===== config.mk =====
export PLATFORM = sky130hd
export DESIGN_NAME = msm_div
export DESIGN_NICKNAME = d
export VERILOG_FILES = /design/src/hw/rtl/msm_pkg.sv /design/src/hw/rtl/msm_div.sv
export SDC_FILE = /design/constraint.sdc
export NUM_CORES = 1
export LEC_CHECK = 0
export BUFFER_PORTS_ARGS = -buffer_cell sky130_fd_sc_hd__buf_2
export CAP_MARGIN = 20
export CORE_MARGIN = 1
export CORE_UTILIZATION = 30
export CTS_CLUSTER_SIZE = 8
export DETAILED_ROUTE_END_ITERATION = 8
export PLACE_DENSITY = 0.56
export SLEW_MARGIN = 10
export SYNTH_ARGS = -nofsm -noshare
export SYNTH_HDL_FRONTEND = slang
export SYNTH_SLANG_ARGS = --single-unit

===== constraint.sdc =====
create_clock -name clk -period 4.9 [get_ports clk]
set_input_delay 0.98 -clock clk [delete_from_list [all_inputs] [get_ports clk]]
set_output_delay 0.98 -clock clk [all_outputs]
set_load 0.1 [all_outputs]

===== src/hw/rtl/msm_pkg.sv =====
// Shared constants, widths and codes for the multi-stack shared memory core.
package msm_pkg;

	// Sizing
	localparam int MEM_DEPTH  = 1024;
	localparam int MAX_STACKS = 16;
	localparam int DATA_WIDTH = 32;

	// Fixed field widths
	localparam int TOT_W   = 11;  // total_size, fill counts, segment size
	localparam int NST_W   = 5;   // num_stacks
	localparam int IDX_W   = 4;   // stack_index
	localparam int WORD_W  = 32;  // push_value / pop_value
	localparam int CFG_W   = 11;  // configuration write data
	localparam int CFG_A_W = 1;   // configuration register index

	// Derived widths
	localparam int ADDR_W = (MEM_DEPTH > 1) ? $clog2(MEM_DEPTH) : 1;
	localparam int ADDR_X = (ADDR_W > TOT_W) ? ADDR_W : TOT_W;
	localparam int BASE_W = IDX_W + TOT_W;
	localparam int FILL_N = (MAX_STACKS < (1 << IDX_W)) ? MAX_STACKS : (1 << IDX_W);
	localparam int FIDX_W = (FILL_N > 1) ? $clog2(FILL_N) : 1;
	localparam int DATA_X = (DATA_WIDTH > WORD_W) ? DATA_WIDTH : WORD_W;
	localparam int DCNT_W = $clog2(TOT_W + 1);

	// Register reset values
	localparam int TOTAL_RST = 1024;
	localparam int NSTK_RST  = 1;
	localparam int SEG_RST   = ((TOTAL_RST > MEM_DEPTH) ? MEM_DEPTH : TOTAL_RST) / NSTK_RST;

	typedef enum logic [CFG_A_W-1:0] {
		REG_TOTAL_SIZE = 1'b0,
		REG_NUM_STACKS = 1'b1
	} cfg_reg_t;

	typedef enum logic [1:0] {
		ST_OK        = 2'd0,
		ST_BAD_INDEX = 2'd1,
		ST_FULL      = 2'd2,
		ST_EMPTY     = 2'd3
	} status_t;

	typedef enum logic {
		REQ_PUSH = 1'b0,
		REQ_POP  = 1'b1
	} req_t;

endpackage


===== src/hw/rtl/msm_div.sv =====
// Restoring divider that derives the segment size from the configuration.
module msm_div (
	input  logic                        clk,
	input  logic                        arst_n,
	input  logic                        start,
	input  logic [msm_pkg::TOT_W-1:0]   dividend,
	input  logic [msm_pkg::NST_W-1:0]   divisor,
	output logic                        busy,
	output logic [msm_pkg::TOT_W-1:0]   quotient
);

	logic                        busy_q;
	logic [msm_pkg::DCNT_W-1:0]  cnt_q;
	logic [msm_pkg::TOT_W-1:0]   quot_q;
	logic [msm_pkg::NST_W-1:0]   rem_q;
	logic [msm_pkg::NST_W-1:0]   div_q;
	logic [msm_pkg::NST_W:0]     rem_sh;
	logic [msm_pkg::NST_W:0]     rem_sub;
	logic                        ge;

	// One quotient bit per cycle
	always_comb begin
		rem_sh  = {rem_q, quot_q[msm_pkg::TOT_W-1]};
		rem_sub = rem_sh - {1'b0, div_q};
		ge      = (rem_sh >= {1'b0, div_q});
	end

	always_ff @(posedge clk or negedge arst_n) begin
		if (!arst_n) begin
			busy_q <= 1'b0;
			cnt_q  <= '0;
			quot_q <= msm_pkg::TOT_W'(msm_pkg::SEG_RST);
			rem_q  <= '0;
			div_q  <= '0;
		end else if (start) begin
			rem_q <= '0;
			div_q <= divisor;
			cnt_q <= msm_pkg::DCNT_W'(msm_pkg::TOT_W);
			if (divisor == '0) begin
				// no stacks: zero segment size
				quot_q <= '0;
				busy_q <= 1'b0;
			end else begin
				quot_q <= dividend;
				busy_q <= 1'b1;
			end
		end else if (busy_q) begin
			rem_q  <= ge ? rem_sub[msm_pkg::NST_W-1:0] : rem_sh[msm_pkg::NST_W-1:0];
			quot_q <= {quot_q[msm_pkg::TOT_W-2:0], ge};
			cnt_q  <= cnt_q - 1'b1;
			if (cnt_q == msm_pkg::DCNT_W'(1)) begin
				busy_q <= 1'b0;
			end
		end
	end

	assign busy     = busy_q;
	assign quotient = quot_q;

endmodule


==> out/summary.txt, run 1 <==
outcome: completed
Core ar.: 4410 µm²
syn_nets: 173
WL/cell: 12.3 µm
Post-DRT Antenna Nets: 0
Async S/R FF share, synth: 100%
dominant cell type by area after synthesis: dfrtp_1
switch share: 40.6%
Mapped Area: 1400 µm²
H-tree levels: 1
setup total negative slack: 0 ns
number of synthesized flops with an enable pin: 0
First-pass DRT Iterations: 4
Remaining Overflow, GRT: 0
Ant. Diodes: 0
buffers plus inverters on the worst setup path: 1
Synth Warn #: 0
Initial Utilization: 31.7%
net switching power: 315 µW
Hold Violations, Final: 0
top cells by area, synth: dfrtp_1 (45%), mux2i_1 (6.4%), ha_1 (6.3%)
slew margin rel.: 39.7%
Synth Flop Type: dfrtp_1
DP HPWL: 2.01 mm
Placer Congestion: 0.753
Yosys reg bits: 26
Worst Slack Setup Final: 2.13 ns
largest net degree at the start of global routing: 30
final worst-path cycle share: 56.4%
Worst EP required: 3.92 ns
chip width: 70.3 µm
Tightest Hold Check Type: reg2reg
Final setup viols: 0
Tmin final: 2.77 ns
Fillers: 461
crit-path max cell delay: 0.95 ns
die height: 70.3 µm
CTS root buf: clkbuf_8
share of synthesized area occupied by flip-flops and latches: 46.6%
Max Freq: 362 MHz
Slew Limit Fails: 0
vias in the first global route: 1075
ratio of cells with drive above 1 in the final layout: 20.8%
Clock Latency Late Sink: 0.27 ns
Crit Path Class: reg2out
cts bufs inserted: 3
RSZ-0062 raised after global routing: no
Design Area, Final: 1650 µm²
max_cap viols: 0
Post-CTS Resized: 0
Slowest-stage cell, CP: dfrtp_1
worst-margin pin slew: 0.904 ns
Clock power frac: 22.9%
share of the synthesized area in the top cell type: 44.7%
Via-to-Cell Ratio: 4.85
crit-path cells: buf_2
P&R area growth vs syn: 18.0%
Syn Area/Cell: 9.58 µm²
global-route wire length before repair: 4.99 mm
I/O Buffers: 30
CP startpoint kind: flip-flop
Clock Sinks: 26
Arr. time, crit path: 1.79 ns
Hold Buf Count CTS: 0
Mapped Cells: 146
row cnt: 24
Hold Slack: 0.522 ns
Yosys cell types: 31
initial antenna violation count: 0
Post-CTS Setup Inserts: 0
CP max FO: 24
static leakage: 0.000809 µW
gr usage total: 12.7%
cell-internal power: 461 µW
nets: 201
DRT Wirelength: 2.76 mm
dpl ws: 2.44 ns
vias: 1092
Max rail drop VDD: 0.000275 V
placed cell area: 1580 µm²
CP delay by family, top: flip-flops
initial DRC count: 53
leading cell type by number of instances after synthesis: dfrtp_1
share of power burned in registers: 36.5%
power per cell area: 470 nW/µm²
DIE AREA: 4940 µm²
CTS tree: built
Setup Skew: 0.00381 ns
Worst Setup End Kind: primary output
power after layout: 776 µW
synth cell count leaders: dfrtp_1 (25), nand2_1 (21), o21ai_0 (16)
Reg clk slew, reported paths: 0.09 ns
Clock Path Buffers: 2
Logic pwr share: 40.6%
IO Count: 31
Post-route DRC: 0
## cell families after synthesis
| family | Yosys count | share of synthesized area (%) |
|---|---|---|
| multiplexers | 10 | 7.25 |
| flip-flops | 26 | 46.6 |
| buffers and inverters | 16 | 4.92 |
| XOR/XNOR | 6 | 3.76 |
| AO/OA/AOI/OAI | 36 | 15.5 |
| adder cells (fa/ha/maj) | 8 | 7.69 |
| AND/OR/NAND/NOR | 44 | 14.3 |
## power by group through the flow
| stage | sequential (µW) | clock [µW] | combinational (µW) |
|---|---|---|---|
| after floorplan | 372 | 0 | 174 |
| after global placement | 288 | 0 | 318 |
| after detailed placement | 287 | 0 | 318 |
| after CTS | 283 | 185 | 318 |
| after global routing | 289 | 194 | 350 |
| final | 283 | 178 | 314 |
## metrics by stage
stage,util (%),instances
2_1_floorplan,-,146
3_3_place_gp,35.8,221
3_5_place_dp,35.8,221
4_1_cts,37.4,225
5_1_grt,37.4,225
6_report,37.4,225
## cell type report
class | count | area [µm²] | area share [%]
timing repair buffer | 30 | 150 | 9.10
clock inverter | 1 | 30.0 | 1.82
sequential | 26 | 652 | 39.5
tap | 52 | 65.1 | 3.94
inverter | 9 | 33.8 | 2.05
clock buffer | 3 | 41.3 | 2.50
multi-input combinational | 104 | 678 | 41.1
## path summary, 6_finish.rpt
kind	startpoint	endpoint	slack (ns)	cells after the start
setup / recovery	busy	busy	2.13	1
hold / removal	div_q[0]	div_q[0]	0.52	1
setup reg to reg	quotient[10]	rem_q[1]	2.80	6
hold reg to reg	div_q[0]	div_q[0]	0.52	1
max in group asynchronous	arst_n	div_q[2]	3.82	1
min in group asynchronous	arst_n	div_q[4]	0.70	1
## placed cells by master (no fill, tap or decap), types with 2 or more instances in the layout
cell type	instances
nand3_1	5
inv_1	9
a21oi_1	6
nor2_1	8
o21ai_0	16
o211ai_1	2
a21o_1	4
mux2i_1	9
nand4_1	2
clkbuf_8	3
nand2b_1	4
nand2_1	21
o21ai_1	2
dfrtp_1	25
xnor2_1	5
a311oi_1	3
ha_1	7
buf_2	30
## worst register-to-register path: stages (launching register included)
cell and delay [ns]:
dfstp_2 0.55, inv_1 0.07, ha_1 0.22, fa_1 0.44, a21o_1 0.27, a21o_1 0.18
a311oi_1 0.26
## per-layer routing
metal | share of wire (%) | track usage [%] | wire [µm] | up-vias
met5 | 0 | 0 | 0 | -
met4 | 0.87 | 2.67 | 24 | 0
met3 | 4.4 | 3.17 | 121 | 4
met2 | 43 | 18.7 | 1190 | 24
met1 | 51 | 18.6 | 1420 | 512
li1 | - | - | - | 552
## state kept, by name (all words and copies together), names as in the netlist
| register | flops |
|---|---|
| quotient | 11 |
| div_q | 5 |
| rem_q | 5 |
| busy | 1 |
| cnt_q | 4 |
No activity file was read; power rests on OpenSTA's default activity.
==> run 2: changes to the inputs <==
PLACE_DENSITY = 0.58   (was 0.56)
clock period = 2.5 ns   (was 4.9 ns; I/O delays follow)
==> out/summary.txt, run 2 (synthesized netlist as in run 1, its figures left out) <==
die height: 70.3 µm (unchanged)
crit-path max cell delay: 0.54 ns (-0.41 ns)
Worst Setup End Kind: flip-flop
Reg2Reg Depth: 6 (unchanged)
static leakage: 0.000814 µW (+0.57%)
Remaining Overflow, GRT: 0 (unchanged)
final worst-path cycle share: 80.7%
IO Count: 31 (unchanged)
commonest non-fill, non-tap cells in the layout: buf_2 (30), dfrtp_1 (25), nand2_1 (21), o21ai_0 (16)
nets: 202 (+0.50%)
global-route wire length before repair: 5.06 mm (+1.4%)
R2R setup slack: 0.48 ns (-2.32 ns)
DRT Wirelength: 2.95 mm (+6.7%)
Hold Buf Count CTS: 0 (unchanged)
Multi-input gate area: 678 µm² (unchanged)
CTS tree: built
Tightest Hold Check Type: in2async
First-pass DRT Iterations: 4 (unchanged)
placed cell area: 1590 µm² (+0.48%)
FF-to-FF End: rem_q[1]
CP delay by family, top: adder cells
met2 Resource Use GR: 17.0% (-1.7 points)
Post-DRT Antenna Nets: 0 (unchanged)
Initial Utilization: 31.7% (unchanged)
Core ar.: 4410 µm² (unchanged)
GR Layer Usage met3: 1.01% (-2.2 points)
most used routing layer: met1
cts bufs inserted: 3 (unchanged)
power per cell area: 929 nW/µm² (+98%)
Sequential cell area: 652 µm² (unchanged)
Via-to-Cell Ratio: 4.90 (+0.93%)
CP max FO: 7 (-71%)
Max Freq: 496 MHz
Arr. time, crit path: 2.20 ns (+0.41 ns)
Slew Limit Fails: 0 (unchanged)
Tmin final: 2.02 ns
H-tree levels: 1 (unchanged)
crit-path cells: inv_1, ha_1, fa_1, a21o_1, a21o_1, a311oi_1
WL/cell: 13.0 µm (+6.3%)
Crit path top cell by count: a21o_1
initial antenna violation count: 0 (unchanged)
Hold Violations, Final: 0 (unchanged)
Max rail drop VDD: 0.000258 V (-6.2%)
max reg flops: 11 (unchanged)
P&R area growth vs syn: 18.5%
Post-CTS Resized: 0 (unchanged)
ratio of cells with drive above 1 in the final layout: 21.3% (+0.46 points)
DP HPWL: 2.09 mm (+4.2%)
initial DRC count: 36 (-32%)
Fillers: 447 (-3.0%)
CP startpoint kind: flip-flop
Worst Slack Setup Final: 0.482 ns (-1.65 ns)
outcome: completed
Reg clk slew, reported paths: 0.10 ns (about the same)
dpl ws: 0.519 ns (-1.92 ns)
buffers plus inverters on the worst setup path: 1 (unchanged)
setup total negative slack: 0 ns (unchanged)
max_cap viols: 0 (unchanged)
vias in the first global route: 1004 (-6.6%)
commonest non-fill, non-tap cell in the layout: buf_2
slew margin rel.: 62.3% (+23 points)
chip width: 70.3 µm (unchanged)
Clock Latency Late Sink: 0.28 ns (about the same)
Clock Path Buffers: 2 (unchanged)
Final setup viols: 0 (unchanged)
Setup Skew: 0.00431 ns (+0.000502 ns)
largest net degree at the start of global routing: 30 (unchanged)
I/O Buffers: 30 (unchanged)
CTS root buf: clkbuf_8
gr usage total: 12.8% (+0.16 points)
Slowest-stage cell, CP: dfstp_2
row cnt: 24 (unchanged)
DIE AREA: 4940 µm² (unchanged)
Crit Path Class: reg2reg
Design Area, Final: 1660 µm² (+0.46%)
met1 Usage GRT: 20.5% (+2.0 points)
Placer Congestion: 0.817 (+8.5%)
Ant. Diodes: 0 (unchanged)
Post-route DRC: 0 (unchanged)
vias: 1107 (+1.4%)
Post-CTS Setup Inserts: 0 (unchanged)
RSZ-0062 raised after global routing: no
Worst EP required: 2.68 ns (-1.24 ns)
Util after Layout: 37.6% (+0.17 points)
R2R Path Start: quotient[10]
worst-margin pin slew: 0.566 ns (-0.338 ns)
Clock Sinks: 26 (unchanged)
-- run 2: changes by cell type in the layout (fill, tap and decap cells not counted), sizes merged --
cell,change
buf,+1
-- run 2: metal layers --
metal  up-vias  routed length, µm
li1        557                  -
met1       506               1530
met2        38               1200
met3         6                159
met4         0                 56
met5         -                  0
-- run 2: through the flow --
step                hold WS, ns  std cells  total power [µW]
floorplan                 0.204        146              1070
global placement          0.493        222              1190
detailed placement        0.503        222              1190
CTS                       0.240        226              1550
global route              0.264        226              1640
finish                    0.205        226              1540
-- run 2: worst max path at each step --
| stage | startpoint | slack, ns | end | cells after the start |
|---|---|---|---|---|
| floorplan | quotient[10] | 0.16 | rem_q[1] | 6 |
| global placement | quotient[10] | 0.54 | rem_q[1] | 6 |
| detailed placement | quotient[10] | 0.52 | rem_q[1] | 6 |
| CTS | quotient[10] | 0.48 | rem_q[1] | 6 |
| global route | quotient[10] | 0.34 | rem_q[1] | 6 |
| finish | quotient[10] | 0.48 | rem_q[1] | 6 |
-- run 2: power by group --
group | leakage [µW] | switching (µW) | internal, µW | total, µW
Sequential | 0.000313 | 58.8 | 490 | 548
Combinational | 0.000465 | 434 | 201 | 635
Clock | 0.0000357 | 143 | 214 | 357
Total | 0.000814 | 635 | 905 | 1540
-- run 2: final cells by class --
| class | count | share of cell area (%) |
|---|---|---|
| clock buffers | 3 | 2.49 |
| multi-input cells | 104 | 40.9 |
| inverters | 9 | 2.04 |
| repair buffers | 31 | 9.51 |
| clock inverters | 1 | 1.81 |
| flip-flops and latches | 26 | 39.3 |
| well taps | 52 | 3.92 |
-- run 2: worst register-to-register path: cells and delay by family, from the launching register on --
kind,cells,cell delay (ns)
compound gates,3,0.67
buf+inv,1,0.06
flops,1,0.54
fa+ha+maj,2,0.67
